## config.mk

```make
export PLATFORM = sky130hd
export DESIGN_NAME = four_channel_dma_controller
export DESIGN_NICKNAME = d
export VERILOG_FILES = /design/src/sv/fcdma_pkg.sv /design/src/sv/fcdma_core.sv /design/src/sv/four_channel_dma_controller.sv
export SDC_FILE = /design/constraint.sdc
export NUM_CORES = 1
export LEC_CHECK = 0
export BUFFER_PORTS_ARGS = -buffer_cell sky130_fd_sc_hd__buf_2
export CAP_MARGIN = 5
export CORE_UTILIZATION = 56
export DETAILED_ROUTE_END_ITERATION = 10
export PLACE_DENSITY = 0.77
export SYNTH_ARGS = -nofsm -noshare
export SYNTH_HDL_FRONTEND = slang
export SYNTH_SLANG_ARGS = --single-unit
```

## constraint.sdc

```tcl
create_clock -name aclk -period 4.8 [get_ports aclk]
set_input_delay 0.24 -clock aclk [delete_from_list [all_inputs] [get_ports aclk]]
set_output_delay 0.24 -clock aclk [all_outputs]
set_load 0.005 [all_outputs]
```

## src/sv/fcdma_pkg.sv

```systemverilog
`timescale 1ns / 1ps
// ----------------------------------------------------------------------------
// fcdma_pkg: shared types and codes of the four-channel DMA controller
// Word layouts of both channels, operation codes, register offsets and
// mode bit positions.
// ----------------------------------------------------------------------------
package fcdma_pkg;

    // Operation codes carried in the func field
    localparam logic [2:0] FUNC_REG_WR   = 3'd0;
    localparam logic [2:0] FUNC_REG_RD   = 3'd1;
    localparam logic [2:0] FUNC_REQ_LINE = 3'd2;
    localparam logic [2:0] FUNC_BANK_WR  = 3'd3;
    localparam logic [2:0] FUNC_CMASK_WR = 3'd4;
    localparam logic [2:0] FUNC_BANK_RD  = 3'd5;
    localparam logic [2:0] FUNC_CMASK_RD = 3'd6;
    localparam logic [2:0] FUNC_TICK     = 3'd7;

    // Programming register offsets above the address/count block
    localparam logic [3:0] REG_COMMAND   = 4'd8;
    localparam logic [3:0] REG_STATUS    = 4'd8;
    localparam logic [3:0] REG_REQUEST   = 4'd9;
    localparam logic [3:0] REG_SMASK     = 4'd10;
    localparam logic [3:0] REG_MODE      = 4'd11;
    localparam logic [3:0] REG_CLR_FF    = 4'd12;
    localparam logic [3:0] REG_MASTER    = 4'd13;
    localparam logic [3:0] REG_TEMP      = 4'd13;
    localparam logic [3:0] REG_CLR_MASK  = 4'd14;

    // Transfer kinds from mode bits 3:2
    localparam logic [1:0] KIND_VERIFY   = 2'd0;
    localparam logic [1:0] KIND_IO2MEM   = 2'd1;
    localparam logic [1:0] KIND_MEM2IO   = 2'd2;
    localparam logic [1:0] KIND_ILLEGAL  = 2'd3;

    // Terminal count line events
    localparam logic [1:0] TC_NONE       = 2'd0;
    localparam logic [1:0] TC_ASSERT     = 2'd1;
    localparam logic [1:0] TC_CLEARED    = 2'd2;

    // Mode bit positions
    localparam int MODE_AUTO_BIT = 4;
    localparam int MODE_DEC_BIT  = 5;

    // Configuration register indexes
    localparam int CFG_INDEX_WIDTH = 1;
    localparam logic [CFG_INDEX_WIDTH-1:0] CFG_WORD_MODE = 1'd0;
    localparam logic [CFG_INDEX_WIDTH-1:0] CFG_ADDR_MASK = 1'd1;

    localparam logic [31:0] ADDR_MASK_RESET = 32'h00FF_FFFF;
    localparam logic [7:0]  READ_UNMAPPED   = 8'hFF;

    typedef struct packed {
        logic [2:0]  func;
        logic [3:0]  reg_addr;
        logic [7:0]  write_value;
        logic [7:0]  write_mask;
        logic [1:0]  channel;
        logic [15:0] transfer_data;
    } dma_in_t;

    typedef struct packed {
        logic [7:0]  read_data;
        logic        xfer_valid;
        logic [1:0]  xfer_channel;
        logic [1:0]  xfer_kind;
        logic [31:0] mem_address;
        logic [1:0]  tc_line_event;
    } dma_out_t;

endpackage

```

## src/sv/fcdma_core.sv

```systemverilog
`timescale 1ns / 1ps
// ----------------------------------------------------------------------------
// fcdma_core: controller state and single-pass operation logic
// Holds all channel and global registers; on each fire the registered word
// is decoded, the state is updated and the result word is formed.
// ----------------------------------------------------------------------------
module fcdma_core #(
    parameter int BANK_WIDTH = 8
) (
    input  logic                aclk,
    input  logic                aresetn,
    input  logic                fire,
    input  fcdma_pkg::dma_in_t  item,
    input  logic                word_mode,
    input  logic [31:0]         address_mask,
    output fcdma_pkg::dma_out_t result
);
    import fcdma_pkg::*;

    logic                  ff_reg, ff_next;
    logic [7:0]            command_reg, command_next;
    logic [3:0]            request_reg, request_next;
    logic [3:0]            mask_reg, mask_next;
    logic [3:0]            tc_reg, tc_next;
    logic [15:0]           temp_reg, temp_next;
    logic [15:0]           base_addr_reg [4];
    logic [15:0]           base_addr_next [4];
    logic [15:0]           cur_addr_reg [4];
    logic [15:0]           cur_addr_next [4];
    logic [15:0]           base_cnt_reg [4];
    logic [15:0]           base_cnt_next [4];
    logic [15:0]           cur_cnt_reg [4];
    logic [15:0]           cur_cnt_next [4];
    logic [7:0]            mode_reg [4];
    logic [7:0]            mode_next [4];
    logic [BANK_WIDTH-1:0] bank_reg [4];
    logic [BANK_WIDTH-1:0] bank_next [4];
    logic [BANK_WIDTH-1:0] cmask_reg [4];
    logic [BANK_WIDTH-1:0] cmask_next [4];

    logic [3:0]            pending;
    logic                  serve_hit;
    logic [1:0]            serve_ch;
    logic [1:0]            sel_ch;

    // Pick the lowest-numbered requested, unmasked channel
    always_comb begin
        pending   = request_reg & ~mask_reg;
        serve_hit = |pending;
        if (pending[0]) begin
            serve_ch = 2'd0;
        end else if (pending[1]) begin
            serve_ch = 2'd1;
        end else if (pending[2]) begin
            serve_ch = 2'd2;
        end else begin
            serve_ch = 2'd3;
        end
    end

    // Word's channel: served on tick, reg_addr on register access, else channel
    always_comb begin
        if (item.func == FUNC_TICK) begin
            sel_ch = serve_ch;
        end else if (item.func == FUNC_REG_WR || item.func == FUNC_REG_RD) begin
            sel_ch = item.reg_addr[2:1];
        end else begin
            sel_ch = item.channel;
        end
    end

    logic [15:0]           sel_base_a, sel_cur_a, sel_base_c, sel_cur_c;
    logic [7:0]            sel_mode;
    logic [BANK_WIDTH-1:0] sel_bank, sel_cmask;
    logic [BANK_WIDTH-1:0] wv_b, wm_b, bank_step;
    logic [15:0]           old_base, loaded, rd_word, addr_step;
    logic [3:0]            op_bit, ch_bit;
    logic [31:0]           full_addr, shift_addr;
    logic                  dec, wrap;

    // Decode and execute the word
    always_comb begin
        ff_next        = ff_reg;
        command_next   = command_reg;
        request_next   = request_reg;
        mask_next      = mask_reg;
        tc_next        = tc_reg;
        temp_next      = temp_reg;
        base_addr_next = base_addr_reg;
        cur_addr_next  = cur_addr_reg;
        base_cnt_next  = base_cnt_reg;
        cur_cnt_next   = cur_cnt_reg;
        mode_next      = mode_reg;
        bank_next      = bank_reg;
        cmask_next     = cmask_reg;
        result         = '0;

        sel_base_a = base_addr_reg[sel_ch];
        sel_cur_a  = cur_addr_reg[sel_ch];
        sel_base_c = base_cnt_reg[sel_ch];
        sel_cur_c  = cur_cnt_reg[sel_ch];
        sel_mode   = mode_reg[sel_ch];
        sel_bank   = bank_reg[sel_ch];
        sel_cmask  = cmask_reg[sel_ch];

        wv_b   = BANK_WIDTH'(item.write_value);
        wm_b   = BANK_WIDTH'(item.write_mask);
        op_bit = 4'b0001 << item.write_value[1:0];
        ch_bit = 4'b0001 << sel_ch;

        old_base = item.reg_addr[0] ? sel_base_c : sel_base_a;
        loaded   = ff_reg ? {item.write_value, old_base[7:0]}
                          : {old_base[15:8], item.write_value};
        rd_word  = item.reg_addr[0] ? sel_cur_c : sel_cur_a;

        dec       = sel_mode[MODE_DEC_BIT];
        addr_step = dec ? sel_cur_a - 16'd1 : sel_cur_a + 16'd1;
        wrap      = dec ? (sel_cur_a == 16'h0000) : (sel_cur_a == 16'hFFFF);
        bank_step = dec ? sel_bank - BANK_WIDTH'(1) : sel_bank + BANK_WIDTH'(1);
        full_addr  = {16'(sel_bank), sel_cur_a};
        shift_addr = word_mode ? {full_addr[30:0], 1'b0} : full_addr;

        if (fire) begin
            case (item.func)
                FUNC_REG_WR: begin
                    if (!item.reg_addr[3]) begin
                        // load a byte of base and copy into current
                        if (!item.reg_addr[0]) begin
                            base_addr_next[sel_ch] = loaded;
                            cur_addr_next[sel_ch]  = loaded;
                        end else begin
                            base_cnt_next[sel_ch] = loaded;
                            cur_cnt_next[sel_ch]  = loaded;
                        end
                        ff_next = ~ff_reg;
                    end else begin
                        case (item.reg_addr)
                            REG_COMMAND: command_next = item.write_value;
                            REG_REQUEST: begin
                                request_next = item.write_value[2] ? request_reg | op_bit
                                                                   : request_reg & ~op_bit;
                            end
                            REG_SMASK: begin
                                mask_next = item.write_value[2] ? mask_reg | op_bit
                                                                : mask_reg & ~op_bit;
                            end
                            REG_MODE: mode_next[item.write_value[1:0]] = item.write_value;
                            REG_CLR_FF: ff_next = 1'b0;
                            REG_MASTER: begin
                                ff_next      = 1'b0;
                                command_next = '0;
                                request_next = '0;
                                tc_next      = '0;
                                mask_next    = 4'hF;
                            end
                            REG_CLR_MASK: mask_next = '0;
                            default: mask_next = item.write_value[3:0];
                        endcase
                    end
                end
                FUNC_REG_RD: begin
                    if (!item.reg_addr[3]) begin
                        result.read_data = ff_reg ? rd_word[15:8] : rd_word[7:0];
                        ff_next = ~ff_reg;
                    end else if (item.reg_addr == REG_STATUS) begin
                        result.read_data = {request_reg, tc_reg};
                        tc_next = '0;
                    end else if (item.reg_addr == REG_TEMP) begin
                        result.read_data = temp_reg[7:0];
                    end else begin
                        result.read_data = READ_UNMAPPED;
                    end
                end
                FUNC_REQ_LINE: begin
                    if (item.write_value[0]) begin
                        if (!request_reg[sel_ch]) begin
                            request_next = request_reg | ch_bit;
                            result.tc_line_event = TC_CLEARED;
                        end
                    end else begin
                        request_next = request_reg & ~ch_bit;
                    end
                end
                FUNC_BANK_WR: bank_next[sel_ch] = (sel_bank & ~wm_b) | (wv_b & wm_b);
                FUNC_CMASK_WR: cmask_next[sel_ch] = (sel_cmask & ~wm_b) | (wv_b & wm_b);
                FUNC_BANK_RD: result.read_data = 8'(sel_bank);
                FUNC_CMASK_RD: result.read_data = 8'(sel_cmask);
                default: begin
                    if (serve_hit) begin
                        // report the transfer
                        result.xfer_valid   = 1'b1;
                        result.xfer_channel = sel_ch;
                        result.xfer_kind    = sel_mode[3:2];
                        result.mem_address  = shift_addr & address_mask;
                        if (sel_mode[3:2] != KIND_ILLEGAL) begin
                            temp_next = item.transfer_data;
                        end
                        // step address, carry into the masked bank bits
                        cur_addr_next[sel_ch] = addr_step;
                        if (wrap) begin
                            bank_next[sel_ch] = (sel_bank & ~sel_cmask)
                                              | (bank_step & sel_cmask);
                        end
                        // count down, terminal count on underflow
                        if (sel_cur_c == 16'h0000) begin
                            if (sel_mode[MODE_AUTO_BIT]) begin
                                cur_addr_next[sel_ch] = sel_base_a;
                                cur_cnt_next[sel_ch]  = sel_base_c;
                            end else begin
                                cur_cnt_next[sel_ch] = 16'hFFFF;
                                mask_next = mask_reg | ch_bit;
                            end
                            request_next = request_reg & ~ch_bit;
                            tc_next      = tc_reg | ch_bit;
                            result.tc_line_event = TC_ASSERT;
                        end else begin
                            cur_cnt_next[sel_ch] = sel_cur_c - 16'd1;
                        end
                    end
                end
            endcase
        end
    end

    // Commit state
    always_ff @(posedge aclk) begin
        if (!aresetn) begin
            ff_reg      <= 1'b0;
            command_reg <= '0;
            request_reg <= '0;
            mask_reg    <= 4'hF;
            tc_reg      <= '0;
            temp_reg    <= '0;
            for (int i = 0; i < 4; i++) begin
                base_addr_reg[i] <= '0;
                cur_addr_reg[i]  <= '0;
                base_cnt_reg[i]  <= '0;
                cur_cnt_reg[i]   <= '0;
                mode_reg[i]      <= '0;
                bank_reg[i]      <= '0;
                cmask_reg[i]     <= '0;
            end
        end else begin
            ff_reg        <= ff_next;
            command_reg   <= command_next;
            request_reg   <= request_next;
            mask_reg      <= mask_next;
            tc_reg        <= tc_next;
            temp_reg      <= temp_next;
            base_addr_reg <= base_addr_next;
            cur_addr_reg  <= cur_addr_next;
            base_cnt_reg  <= base_cnt_next;
            cur_cnt_reg   <= cur_cnt_next;
            mode_reg      <= mode_next;
            bank_reg      <= bank_next;
            cmask_reg     <= cmask_next;
        end
    end

endmodule

```

## src/sv/four_channel_dma_controller.sv

```systemverilog
`timescale 1ns / 1ps
// Path: a word accepted into the input register is decoded by the core once the
// result register is free or being taken; its result word is then held there.
// Throughput: one word per cycle unless m_ready stalls it; the input register, the
// single-pass core and the result register each take one word per cycle.
// Reset (aresetn low, synchronous): all channels masked, every other register
// zero, address mask back to 24 bits, both pipeline registers empty.
// ----------------------------------------------------------------------------
// four_channel_dma_controller: top level
// Input register, configuration registers, core and result register.
// ----------------------------------------------------------------------------
module four_channel_dma_controller #(
    parameter int BANK_WIDTH = 8
) (
    input  logic                                      aclk,
    input  logic                                      aresetn,
    input  logic                                      s_valid,
    output logic                                      s_ready,
    input  fcdma_pkg::dma_in_t                        s_data,
    output logic                                      m_valid,
    input  logic                                      m_ready,
    output fcdma_pkg::dma_out_t                       m_data,
    input  logic                                      cfg_valid,
    output logic                                      cfg_ready,
    input  logic [fcdma_pkg::CFG_INDEX_WIDTH-1:0]     cfg_index,
    input  logic [31:0]                               cfg_data
);
    import fcdma_pkg::*;

    logic        word_mode_reg;
    logic [31:0] mem_mask_reg;
    logic        in_valid_reg;
    dma_in_t     in_item_reg;
    logic        out_valid_reg;
    dma_out_t    out_item_reg;
    logic        fire;
    dma_out_t    result;

    assign cfg_ready = 1'b1;
    assign fire      = in_valid_reg && (!out_valid_reg || m_ready);
    assign s_ready   = !in_valid_reg || fire;
    assign m_valid   = out_valid_reg;
    assign m_data    = out_item_reg;

    // Hold configuration registers
    always_ff @(posedge aclk) begin
        if (!aresetn) begin
            word_mode_reg <= 1'b0;
            mem_mask_reg  <= ADDR_MASK_RESET;
        end else if (cfg_valid) begin
            case (cfg_index)
                CFG_WORD_MODE: word_mode_reg <= cfg_data[0];
                CFG_ADDR_MASK: mem_mask_reg <= cfg_data;
                default: ;
            endcase
        end
    end

    // Advance the input register
    always_ff @(posedge aclk) begin
        if (!aresetn) begin
            in_valid_reg <= 1'b0;
        end else if (s_valid && s_ready) begin
            in_valid_reg <= 1'b1;
        end else if (fire) begin
            in_valid_reg <= 1'b0;
        end
    end

    always_ff @(posedge aclk) begin
        if (s_valid && s_ready) begin
            in_item_reg <= s_data;
        end
    end

    fcdma_core #(
        .BANK_WIDTH (BANK_WIDTH)
    ) u_core (
        .aclk         (aclk),
        .aresetn      (aresetn),
        .fire         (fire),
        .item         (in_item_reg),
        .word_mode    (word_mode_reg),
        .address_mask (mem_mask_reg),
        .result       (result)
    );

    // Hold the result word until taken
    always_ff @(posedge aclk) begin
        if (!aresetn) begin
            out_valid_reg <= 1'b0;
        end else if (fire) begin
            out_valid_reg <= 1'b1;
        end else if (m_ready) begin
            out_valid_reg <= 1'b0;
        end
    end

    always_ff @(posedge aclk) begin
        if (fire) begin
            out_item_reg <= result;
        end
    end

endmodule

```

==> results of run 1 <==
worst max-delay path by stage:
stage | start | to | depth (start not counted)
after detailed placement | in_item_reg[40] | u_core.bank_reg[15] | 17
after CTS | in_item_reg[40] | u_core.bank_reg[7] | 17
after global routing | in_item_reg[40] | register | 14
final | in_item_reg[40] | u_core.bank_reg[7] | 15
after global placement | in_item_reg[40] | register | 15
after floorplan | in_item_reg[35] | register | 24
stage by stage:
step | hold slack, ns | total power, uW | worst slack [ns] | instance area [um^2]
after floorplan | 0.339 | 5020 | 0.00482 | 26000
after global placement | 0.416 | 5670 | 0.177 | 27700
after detailed placement | 0.419 | 5680 | 0.121 | 27700
after CTS | 0.0674 | 9470 | 0.0825 | 29900
after global routing | 0.153 | 9770 | 0.00106 | 30000
final | 0.109 | 9570 | 0.104 | 30000
placed cells by master, fill, tap and decap left out, drive strengths merged, types with 17 or more instances in the layout:
master | netlist | layout
a21oi | 327 | 327
o22ai | 34 | 34
inv | 35 | 37
buf | 106 | 319
clkbuf | 190 | 65
edfxtp | 73 | 73
a22oi | 44 | 44
nand2 | 697 | 697
xnor2 | 27 | 27
a21o | 17 | 17
mux2i | 75 | 75
nand4 | 17 | 17
nor3 | 37 | 37
dlygate4sd3 | 0 | 62
o211ai | 29 | 29
nor4 | 17 | 17
a31oi | 63 | 63
o21ai | 223 | 223
nand3 | 146 | 146
and3 | 73 | 73
a32oi | 22 | 22
a211oi | 120 | 120
nand2b | 29 | 29
o21a | 18 | 18
o211a | 22 | 22
nor2 | 277 | 277
o221ai | 26 | 26
dfxtp | 385 | 385
and2 | 19 | 19
per-layer routing:
layer	track usage, %	vias to the layer above	share of wire, %
met1	59.1	13400	37
met5	0	-	0.027
met3	13.4	431	14
met2	67.4	2240	42
li1	-	12500	-
met4	26.8	4	6.5
power groups by stage:
stage	combinational (uW)	clock, uW	sequential [uW]
after floorplan	959	0	4060
after global placement	1580	0	4090
after detailed placement	1590	0	4090
after CTS	1640	3820	4010
after global routing	1790	3960	4010
final	1740	3810	4010
critical path, cell delays in order, from the launching register on:
cell and delay, ns:
edfxtp_1 0.49, or3b_1 0.50, buf_4 0.20, o2111ai_1 0.11, o311ai_1 0.19, mux2i_2 0.26, buf_4 0.26, clkinvlp_4 0.28
ha_1 0.44, inv_1 0.11, a211oi_1 0.38, o41ai_1 0.19, or3_1 0.39, nand3_1 0.17, mux2i_1 0.41, o22ai_1 0.15
layout make-up:
cell class	instances	area, um^2	area share (%)
Timing Repair Buffer	381	2860	9.53
Clock buffer	65	1380	4.60
Sequential cell	458	9900	33.0
Tap cell	600	751	2.50
Inverter	36	146	0.488
Clock inverter	23	206	0.688
Multi-Input combinational cell	2603	14800	49.2
cell families (layout without fill, tap and decap cells):
group	Yosys count	count (layout)
mux	94	94
compound gates	1070	1070
flops	458	458
simple gates	1376	1376
other cells	2	8
xor+xnor	40	40
buf+inv	332	505
fa+ha+maj	15	15
timing repair:
action                                  CTS  global route
hold endpoints to repair                 61             0
endpoints found under the setup margin    0            71
hold buffers                             62             0
resized for setup                         0            13
setup buffers                             0             4
==> results.yml, run 1 <==
pwr:
  p_sw_uw: 2940
  pwr-share-comb_pct: 18.2
  power_density_nw_per_um2: 319
  internal-power_uw: 6630
  p_sw_share_pct: 30.7
  power_frac_seq_pct: 42.0
  vdd_drop_max_v: 0.000347
  p_leak_uw: 0.0111
  p_clk_share_pct: 39.8
floorplan:
  start_util_pct: 57.0
  io-pin-count: 129
  dieArea_um2: 47300
  coreArea_um2: 45600
  row_count: 78
  fp.dieH_um: 217
  die_x_um: 217
route:
  wirelength_mm: 111
  dr.pass1.iters: 6
  vias: 28600
  drc: 0
  wl_per_cell_um: 26.6
  ant_nets: 0
  drt_iter0_drc: 4135
  via_per_inst: 6.86
grt:
  grt_pass1_wl_mm: 163
  antenna_found_initial: 3
  grt-ovfl-total: 0
  grt_pass1_vias: 26600
  grt_max_degree: 154
  grt_use_total_pct: 45.7
setup_path:
  rrSetupSlack_ns: 0.10
  regToRegStartpoint: "in_item_reg[40]"
  r2r_end: "u_core.bank_reg[7]"
  worstPathRequired_ns: 5.27
  worst_r2r_path_depth: 15
  critPathArrivalTime_ns: 5.16
  crit_type: "register to register"
  worst_setup_path_start_kind: "register"
  cp-end-kind: "register"
  cp_max_fo: 11
min_path:
  min_from: "cfg_valid"
  holdPathStages: 4
  holdPathEnd: "word_mode_reg"
  min-delay-path-class: "input pin to register"
run:
  maxCapViolations: 0
placed_design:
  io_buffers: 105
  dp_cells: 4012
  place_congestion: 1.05
  hpwlAfterDp_mm: 76.2
yosys:
  synth_top_family_by_area: "compound AO/OA/AOI/OAI gates"
  ys_ff_latch: 458
  synth.most_common_cell: "nand2_1"
  syn_area_um2: 26000
  synthDominantCellAreaShare_pct: 29.7
  yosys-top-cells-area: "dfxtp_1, nand2_1, edfxtp_1"
  yosys_most_used_dff: "dfxtp_1"
  synth-simple-area-share_pct: 23.5
  synth_compound_area_share_pct: 26.6
  synthTopCellsByCount: "nand2_1, dfxtp_1, a21oi_1"
  syn-mean-instance-area_um2: 7.67
  synthAdderAreaFrac_pct: 0.722
  synthArstFlopShare_pct: 0
  synth_xor_area_share_pct: 1.35
  synth_edf_count: 73
  synth_warnings: 0
  netlist_instances: 3387
  ys_types: 99
  yosysTopAreaCell: "dfxtp_1"
  seq_area_frac_synth_pct: 38.1
  synth.area.mux_share_pct: 3.97
sta:
  setup_viol: 0
  slew_violations: 0
  fin_crit_sh_pct: 97.8
  rsz0062_at_grt: "false"
  maxSlewHeadroom_pct: 15.2
  tightest_slew_ns: 1.27
  setup-tns-final_ns: 0
  fmax_mhz: 213
  hold_viol: 0
  fin_worst_skew_ns: 0.0208
  period_minus_slack_ns: 4.70
layout:
  stdcell_count: 4166
  nFillCells: 3919
  finalNetCount: 3624
  syn_to_final_growth_pct: 15.5
  utilization_pct: 65.8
  final_layout_size_suffix_gt1_share_pct: 14.3
  diodes: 0
clock_tree:
  clkLatencyLatePin_ns: 0.62
  tritoncts: "built"
  cts_inserted_buffers: 50
  cts_buffer_depth: 3
  cts_htree_levels: 2
  cts.sinks: 458
  cts_root_buf: "clkbuf_16"
  clkTransAtPathRegs_ns: 0.06
outcome:
  status: "finished, final reports clean"
Note: power is estimated with default switching activity, not from simulation.
==> run 2: changes to the inputs <==
CELL_PAD_IN_SITES_DETAIL_PLACEMENT = 1   (was not set)
CELL_PAD_IN_SITES_GLOBAL_PLACEMENT = 1   (was not set)
CORE_UTILIZATION = 42   (was 56)
==> run 2 against run 1 <==
  * Hold slack worse by 0.053 ns
  * Non-clock buffer count is 13 higher
  * Core utilization is 15 points lower
  * Critical path depth is 1 higher
  * Fmax is 0.34% higher
  * Sequential power hardly changed
  * Via count is 0.88% higher
  * Power is 5.1% higher
  * Register-to-register slack better by 0.02 ns
  * Critical path type unchanged
  * Largest power group is now the clock network
==> results.yml, run 2 (synthesized netlist as in run 1, its figures left out) <==
clock_tree:
  clkLatencyLatePin_ns: 0.65
  clkTransAtPathRegs_ns: 0.07
  tritoncts: "built"
  cts.sinks: 458
  cts_root_buf: "clkbuf_16"
  cts_inserted_buffers: 54
  cts_htree_levels: 2
  cts_buffer_depth: 3
floorplan:
  die_x_um: 251
  dieArea_um2: 62900
  row_count: 90
  io-pin-count: 129
  coreArea_um2: 60700
  start_util_pct: 42.8
  fp.dieH_um: 251
placed_design:
  place_congestion: 0.991
  dp_cells: 4211
  hpwlAfterDp_mm: 87.4
  io_buffers: 105
sta:
  fin_crit_sh_pct: 97.5
  hold_viol: 0
  setup_viol: 0
  whs_ns: 0.0566
  rsz0062_at_grt: "true"
  period_minus_slack_ns: 4.68
  maxSlewHeadroom_pct: 21.8
  fmax_mhz: 214
  fin_worst_skew_ns: 0.0430
  tightest_slew_ns: 1.17
  slew_violations: 0
layout:
  finalNetCount: 3641
  stdcell_count: 4379
  seqCellArea_um2: 9900
  multiInputGateArea_um2: 14700
  final_layout_size_suffix_gt1_share_pct: 14.7
  layout_commonest_cell: "nand2_1"
  final_cell_mix: "nand2_1, dfxtp_1, a21oi_1, nor2_1, buf_4"
  syn_to_final_growth_pct: 17.7
  nFillCells: 7296
min_path:
  holdPathStages: 4
  min_from: "cfg_index"
  holdPathEnd: "word_mode_reg"
  min-delay-path-class: "input pin to register"
route:
  ant_nets: 0
  drc: 0
  dr.pass1.iters: 8
  vias: 28800
  wirelength_mm: 127
  via_per_inst: 6.58
  drt_iter0_drc: 3107
  wl_per_cell_um: 29.0
setup_path:
  r2r_end: "u_core.bank_reg[23]"
  worstPathRequired_ns: 5.35
  cp-end-kind: "register"
  critPathArrivalTime_ns: 5.23
  regToRegStartpoint: "in_item_reg[40]"
  cp_max_fo: 16
  rrSetupSlack_ns: 0.12
  worst_r2r_path_depth: 16
  crit_type: "register to register"
  worst_setup_path_start_kind: "register"
grt:
  grt_util_met2_pct: 60.3
  antenna_found_initial: 5
  grt_pass1_wl_mm: 186
  grt_pass1_vias: 28600
  grt_util_met3_pct: 9.30
  grt_util_met1_pct: 51.4
  grt.busiest_layer: "met2"
  grt_max_degree: 138
  grt-ovfl-total: 0
  grt_use_total_pct: 39.3
pwr:
  vdd_drop_max_v: 0.000360
  p_leak_uw: 0.0114
  power_density_nw_per_um2: 329
run:
  maxCapViolations: 0
outcome:
  status: "finished, final reports clean"
run 2: critical path, stage by stage (launching register included):
cell and delay (ns):
edfxtp_1 0.49, or3_1 0.46, and3_4 0.23, nor2_4 0.40, buf_4 0.23, buf_4 0.13, buf_4 0.24, nand2_1 0.08
a31oi_1 0.69, nand4_1 0.18, o32ai_1 0.37, buf_4 0.20, a21oi_4 0.14, nor2_2 0.23, buf_4 0.21, nand2_1 0.06
o22ai_1 0.26
run 2: layout make-up:
cell class / count / share of cell area [%]
multi-input cells: 2603 / 48.2
flip-flops and latches: 458 / 32.4
repair buffers: 394 / 9.91
clock buffers: 85 / 5.37
well taps: 782 / 3.20
inverters: 36 / 0.467
clock inverters: 17 / 0.442
diodes: 4 / 0.0327
run 2: how the worst max path moves through the flow:
stage                               start             endpoint  slack [ns]  cells after the start
after floorplan           in_item_reg[35]             register       0.005                     24
after global placement    in_item_reg[40]  u_core.bank_reg[27]        0.15                     16
after detailed placement  in_item_reg[40]  u_core.bank_reg[29]        0.13                     16
after CTS                 in_item_reg[40]   u_core.bank_reg[3]        0.09                     15
after global routing      in_item_reg[39]             register       -0.02                     17
final                     in_item_reg[40]  u_core.bank_reg[23]        0.12                     16
run 2: what timing repair did:
item / in CTS / in global routing
gates resized for setup: 0 / 6
hold buffers: 62 / 0
hold endpoints to repair: 64 / 0
endpoints found under the setup margin: 0 / 31
setup buffers: 0 / 0
run 2: power by group:
group / switching (uW) / total (uW) / internal [uW]
clock: 1800 / 4200 / 2400
sequential: 51.1 / 4010 / 3960
combinational: 1300 / 1840 / 544
run 2: metrics by stage:
stage	instance area (um^2)	setup TNS, ns	setup WS, ns	utilization [%]	power (uW)
global placement	28100	0	0.153	46.4	5760
CTS	30500	0	0.0948	50.3	9990
global route	30600	-0.0354	-0.0231	50.3	10300
detailed placement	28100	0	0.129	46.4	5800
finish	30600	0	0.120	50.4	10100
floorplan	26000	0	0.00482	-	5020
run 2: metal layers:
metal / up-vias / part of all wire [%]
li1: 12500 / -
met1: 14300 / 41
met2: 1550 / 44
met3: 397 / 10
met4: 0 / 5.3
met5: - / 0
